`src/rtl/skewed_four_way_block_cache_tags_macros.svh`:
```
// ----------------------------------------------------------------------------
// Assertion macros for the skewed four-way block cache tag engine
// Short forms for the concurrent checks at the end of the top level.
// ----------------------------------------------------------------------------
`ifndef SKEWED_FOUR_WAY_BLOCK_CACHE_TAGS_MACROS_SVH
`define SKEWED_FOUR_WAY_BLOCK_CACHE_TAGS_MACROS_SVH

// Same-cycle implication, disabled while reset is low.
`define SKT_ASSERT_NOW(lbl, clk, rstn, ante, cons, msg) \
  lbl: assert property (@(posedge clk) disable iff (!(rstn)) (ante) |-> (cons)) \
    else $error(msg);

// Next-cycle implication, disabled while reset is low.
`define SKT_ASSERT_NEXT(lbl, clk, rstn, ante, cons, msg) \
  lbl: assert property (@(posedge clk) disable iff (!(rstn)) (ante) |=> (cons)) \
    else $error(msg);

`endif

```
`src/rtl/skt_pkg.sv`:
```
// ----------------------------------------------------------------------------
// skt_pkg
// Shared constants, hash multipliers and the controller-to-datapath command
// type of the skewed four-way block cache tag engine.
// ----------------------------------------------------------------------------
`default_nettype none

package skt_pkg;

  // Number of ways and fixed field widths
  localparam int NWAYS     = 4;
  localparam int WAY_W     = 2;
  localparam int TID_W     = 10;
  localparam int POS_W     = 40;
  localparam int SIDX_W    = 10;
  localparam int OFF_W     = 16;
  localparam int CNT_W     = 32;

  // Default geometry (both must be powers of two)
  localparam int SETS_DEF        = 1024;
  localparam int BLOCK_BYTES_DEF = 65536;

  // Per-way hash multipliers: set = tab * table_id + blk * block_number
  localparam logic [9:0] MUL_TAB [NWAYS] = '{10'd123, 10'd179, 10'd671, 10'd773};
  localparam logic [9:0] MUL_BLK [NWAYS] = '{10'd321, 10'd557, 10'd409, 10'd187};

  // Commands from the controller to the datapath
  typedef struct packed {
    logic rd_en;   // capture the lookup and read all four tag stores
    logic commit;  // resolve hit or victim, update tags, load the result
    logic clr_en;  // clear one set in every way
  } cmd_t;

endpackage

`default_nettype wire

```
`src/rtl/skt_ctrl.sv`:
```
// ----------------------------------------------------------------------------
// skt_ctrl
// Controller: runs the post-reset clearing pass, sequences each lookup
// through accept and commit, and owns the output valid flag.
// ----------------------------------------------------------------------------
`default_nettype none

module skt_ctrl #(
  parameter int SETS = skt_pkg::SETS_DEF
) (
  input  wire logic                    clk_i,
  input  wire logic                    rst_ni,
  input  wire logic                    in_valid_i,
  output logic                         in_stall_o,
  output logic                         out_valid_o,
  input  wire logic                    out_stall_i,
  output skt_pkg::cmd_t                cmd_o,
  output logic [$clog2(SETS)-1:0]      clr_addr_o
);

  localparam int IDX_W = $clog2(SETS);
  localparam logic [IDX_W-1:0] LAST_SET = IDX_W'(SETS - 1);

  localparam logic [1:0] S_CLEAR  = 2'd0;
  localparam logic [1:0] S_IDLE   = 2'd1;
  localparam logic [1:0] S_LOOKUP = 2'd2;

  logic [1:0]       state_q, state_d;
  logic [IDX_W-1:0] clr_addr_q, clr_addr_d;
  logic             out_valid_q, out_valid_d;
  logic             accept;
  logic             commit;

  // Take a transaction only when idle; commit once the output slot is free
  assign accept = in_valid_i && (state_q == S_IDLE);
  assign commit = (state_q == S_LOOKUP) && (!out_valid_q || !out_stall_i);

  assign in_stall_o  = (state_q != S_IDLE);
  assign out_valid_o = out_valid_q;
  assign clr_addr_o  = clr_addr_q;

  assign cmd_o.rd_en  = accept;
  assign cmd_o.commit = commit;
  assign cmd_o.clr_en = (state_q == S_CLEAR);

  // Advance the state and the clearing address
  always_comb begin
    state_d    = state_q;
    clr_addr_d = clr_addr_q;
    case (state_q)
      S_CLEAR: begin
        clr_addr_d = clr_addr_q + IDX_W'(1);
        if (clr_addr_q == LAST_SET) begin
          state_d = S_IDLE;
        end
      end
      S_IDLE: begin
        if (accept) begin
          state_d = S_LOOKUP;
        end
      end
      S_LOOKUP: begin
        if (commit) begin
          state_d = S_IDLE;
        end
      end
      default: begin
        state_d = S_CLEAR;
      end
    endcase
  end

  // Set valid on commit, drop it once the result is taken
  assign out_valid_d = commit | (out_valid_q & out_stall_i);

  always_ff @(posedge clk_i or negedge rst_ni) begin
    if (!rst_ni) begin
      state_q     <= S_CLEAR;
      clr_addr_q  <= '0;
      out_valid_q <= 1'b0;
    end else begin
      state_q     <= state_d;
      clr_addr_q  <= clr_addr_d;
      out_valid_q <= out_valid_d;
    end
  end

endmodule

`default_nettype wire

```
`config.mk`:
```
export PLATFORM = sky130hd
export DESIGN_NAME = skt_ctrl
export DESIGN_NICKNAME = d
export VERILOG_FILES = /design/src/rtl/skewed_four_way_block_cache_tags_macros.svh /design/src/rtl/skt_pkg.sv /design/src/rtl/skt_ctrl.sv
export SDC_FILE = /design/constraint.sdc
export NUM_CORES = 1
export LEC_CHECK = 0
export BUFFER_PORTS_ARGS = -buffer_cell sky130_fd_sc_hd__buf_2
export CORE_AREA = 2 2 39 41
export DETAILED_ROUTE_END_ITERATION = 10
export DIE_AREA = 0 0 41 43
export PLACE_DENSITY_LB_ADDON = 0.2
export REMOVE_ABC_BUFFERS = 1
export SYNTH_ARGS = -nofsm -noshare
export SYNTH_HDL_FRONTEND = slang
export SYNTH_SLANG_ARGS = --single-unit
export TNS_END_PERCENT = 100
```
`constraint.sdc`:
```
create_clock -name clk_i -period 2.25 [get_ports clk_i]
set_input_delay 0.225 -clock clk_i [delete_from_list [all_inputs] [get_ports clk_i]]
set_output_delay 0.225 -clock clk_i [all_outputs]
set_load 0.005 [all_outputs]
```
# After elaboration in Yosys (flattened, before gate mapping)
# Index checks and enable logic that the tools add are counted.
# word_totals
register_bits	13
in_bits	4
# op_classes
reduce_logical	7
n_mux	4
n_eq_ne	7
n_addsub	1
n_bitwise	2
# op_table
op	count
adder 10 x 1 -> 10 bit, second input constant	1
equality test 10 bit, second input constant	1
two-way mux 2 bit	3
one-hot mux 2 bit (3 select lines)	1
inequality test 2 x 1 -> 1 bit, second input constant	2
inequality test 2 bit, second input constant	2
AND reduction 3 bit	1
equality test 2 x 1 -> 1 bit, second input constant	1
equality test 2 bit, second input constant	1
logical AND 1 bit	2
zero test 1 bit	2
zero test 2 bit	1
bitwise AND 1 bit	1
logical OR 1 bit	1
bitwise OR 1 bit	1

# Longest topological paths before layout
# depth
ltp_word	5
mapped_depth	4
depth_no_buf	4

# Least setup slack after synthesis
# Ideal clock, no wire load.
# synth_path
kind	reg-to-reg
start	reg clr_addr_q[0], in the netlist clr_addr_o[0]
end	reg state_q[0]
period_less_slack_ns	1.244
setup_ns	0.126
arrival_ns	1.117
t_required_ns	2.124
setup_slack_ns	1.006
path_stages_with_launch	4
cell_sequence	dfrtp_1 ha_1 and3_4 a311o_1
# synth_between
elab_chain_cells	3
# synth_rtl
item	line_no	rtl
start, declared	skt_ctrl.sv:29	logic [IDX_W-1:0] clr_addr_q, clr_addr_d;
start signal, assigned	skt_ctrl.sv:83	clr_addr_q <= clr_addr_d;
equality test 10 bit	skt_ctrl.sv:53	if (clr_addr_q == LAST_SET) begin
inequality test 2 x 1 -> 1 bit (no source line)	-	
AND reduction 3 bit (no source line)	-	
end signal, assigned	skt_ctrl.sv:82	state_q <= state_d;
end, declared	skt_ctrl.sv:28	logic [1:0] state_q, state_d;
# Every way passes these cells.
# A chain may end at the register's enable or synchronous reset.

==> metrics.md <==
| Metric | Value |
|---|---|
| Sequential area share after synthesis | 55.1% |
| Min Hold Slack | 0.193 ns |
| CTS clock-pin slew for the worst setup and hold paths | 0.08 ns |
| Number of global-route vias before repair | 356 |
| Mapped cell area | 591 sq um |
| GP Congestion | 0.716 |
| Post-synth EDFFs | 0 |
| H-tree Lvls | 1 |
| Final worst slack | 0.781 ns |
| Post-cts sizing count | 0 |
| Worst-skew pair later-pin latency | 0.27 ns |
| Status | complete, no violations |
| Root buffer cell | clkbuf_4 |
| Slowest-stage cell, CP | dfrtp_1 |
| Yosys top cell by area | dfrtp_1 |
| Top post-synthesis cells by area | dfrtp_1 (55%), xnor2_1 (10%), nand2_1 (4.4%) |
| Worst Skew | 0.00104 ns |
| Hold Crit Class | in2reg |
| Final Setup Violations | 0 |
| Top-count cell post-synth | dfrtp_1 |
| CTS tree | yes |
| PwrDens | 1160 nW/um^2 |
| Area share of the largest cell type after synthesis | 55.1% |
| Crit path cell chain | or2b_1 -> a21oi_2 -> buf_2 |
| CP Launch Type | flip-flop |
| Placed Cells | 80 |
| Hold Crit Start | out_stall_i |
| Slew margin rel. | 81.1% |
| Fin nets | 75 |
| Slowest stage delay, CP | 0.43 ns |
| Clock tree buffer depth | 2 |
| DR WL/cell | 11.3 um |
| CP Max Fanout | 5 |
| #FFs+latches synth | 13 |
| Via count | 392 |
| R2R cell count | 3 |
| Critical Path End Type | output pin |
| Max VDD drop | 588 uV |
| Core box area | 1380 sq um |
| Final hold vios | 0 |
| Post-route ant nets | 0 |
| Router iterations before antenna repair | 4 |
| Post-place setup slack | 0.977 ns |
| Crit share post-route | 65.3% |
| Kind of critical path | reg2out |
| Die Wd | 41 um |
| Worst EP arrival | 1.24 ns |
| Netlist cell types | 20 |
| Fraction of layout cells with a size suffix above 1 | 40.6% |
| Initial antenna violation count | 0 |
| Cell Count, Final, Fillers Out | 85 |
| Clock period minus worst slack | 1.47 ns |
| DRT iter0 DRCs | 1 |
| First-pass GRT wire length | 1480 um |
| Number of buffers created by CTS | 3 |
| PortBufs | 18 |
| DP Wirelength | 726 um |
| CP Buf/Inv Count | 1 |
| Largest net degree at the start of global routing | 14 |
| Hold EP | out_valid_o |
| Warnings, synthesis | 0 |
| Pins over their slew limit | 0 |
| Number of inserted diodes | 0 |
| Row cnt | 14 |
| Global router's overall resource usage | 13.0% |
| Syn Inst Count | 48 |
| Reg2reg end | state_q[0] |
| Die footprint | 1760 sq um |
| Hold Crit Depth | 3 |
| Setup TNS Final | 0 ns |
| Post-Route WL | 960 um |
| Fmax | 681 MHz |
| Sink Count | 13 |
| Syn_area_per_cell | 12.3 sq um |
| Number of vias per cell | 4.61 |
| CP required | 2.03 ns |
| DRC Markers | 0 |
| Cell family with most CP delay | flip-flops |
| Top FF cell, synth | dfrtp_1 |
| RSZ-0062 raised after global routing | no |
| Most common library cells after synthesis | dfrtp_1 (13), nand2_1 (7), xnor2_1 (7) |
| Area Growth Syn to Fin | 22.2% |
| Die H | 43 um |
| Maxcap violations | 0 |
| Start of the worst register-to-register path | clr_addr_o[4] |
| Io pins | 19 |
| Fill cell count | 129 |
| Async SR Flop Fraction | 100% |
| LEAKAGE | 0.352 nW |
| GR Overflow Total | 0 |
| Final core utilization | 52.2% |
| FF-to-FF setup slack | 0.97 ns |
| Worst-margin pin slew | 0.284 ns |
| Initial Utilization | 42.7% |
-- cell usage in the layout (no fill, tap or decap), drive strengths merged --
| master | Yosys | layout |
|---|---|---|
| a21oi | 1 | 1 |
| a311o | 1 | 1 |
| and3 | 2 | 2 |
| and4 | 2 | 2 |
| buf | 2 | 18 |
| clkbuf | 0 | 4 |
| dfrtp | 13 | 13 |
| dlygate4sd3 | 0 | 1 |
| ha | 1 | 1 |
| mux2 | 1 | 1 |
| nand2 | 7 | 7 |
| nand2b | 1 | 1 |
| nand3 | 2 | 2 |
| nand4 | 1 | 1 |
| nor2 | 3 | 3 |
| o22ai | 1 | 1 |
| or2b | 1 | 1 |
| xnor2 | 7 | 7 |
| xor2 | 2 | 2 |
-- metal layers --
layer	vias up	part of all wire (%)	global-route usage, %
met3	0	7.0	3.14
met1	176	49	18.6
met2	11	44	15.9
li1	205	-	-
met5	-	0	0
met4	0	0	10.0
-- cells by family (layout without fill, tap and decap cells) --
group	after synthesis	count (layout)	share of synthesized area [%]
and+or+nand+nor	19	19	20.8
DFF	13	13	55.1
xor gates and xnor gates	9	9	13.3
AOI/OAI and AO/OA	3	3	4.24
buffers and inverters	2	23	2.54
adders and majority gates	1	1	2.12
muxes	1	1	1.91
-- metrics by stage --
| stage | power, mW | cell area [sq um] |
|---|---|---|
| after global routing | 0.917 | 722 |
| final | 0.841 | 722 |
| after global placement | 0.707 | 686 |
| after floorplan | 0.584 | 576 |
| after CTS | 0.860 | 722 |
| after detailed placement | 0.710 | 686 |
-- sequential cells by signal (all words and copies together), names as in the netlist --
signal,cells
out_valid_o,1
state_q,2
clr_addr_o,10
-- what timing repair did --
item                                    CTS  global route
buffers inserted                          0             0
endpoints found under the hold margin    13             0
hold buffers                              1             0
endpoints found under the setup margin    0             0
-- worst max-delay path by stage --
stage / from / to / slack [ns] / depth (start not counted)
2_1_floorplan: clr_addr_o[0] / state_q[0] / 1.01 / 3
3_3_place_gp: clr_addr_o[4] / state_q[0] / 0.99 / 3
3_5_place_dp: clr_addr_o[0] / state_q[0] / 0.98 / 3
4_1_cts: state_q[1] / cmd_o[1] / 0.76 / 3
5_1_grt: state_q[1] / cmd_o[1] / 0.70 / 3
6_report: state_q[1] / cmd_o[1] / 0.78 / 3
-- tightest hold or removal path: cells and delay by family --
kind                   cells  cell delay, ns
AND/OR/NAND/NOR            2            0.11
buffers and inverters      1            0.09
-- final cells by class --
class	count	area, sq um	area share [%]
clock buffer	4	26.3	3.64
multi-input combinational	33	250	34.7
sequential	13	325	45.1
tap	16	20.0	2.77
timing repair buffer	19	100	13.9
-- power by group --
part	internal, mW	switching (mW)
sequential	0.315	0.0920
clock	0.0686	0.0716
combinational	0.168	0.126
Power figures use the tool's default switching activity.
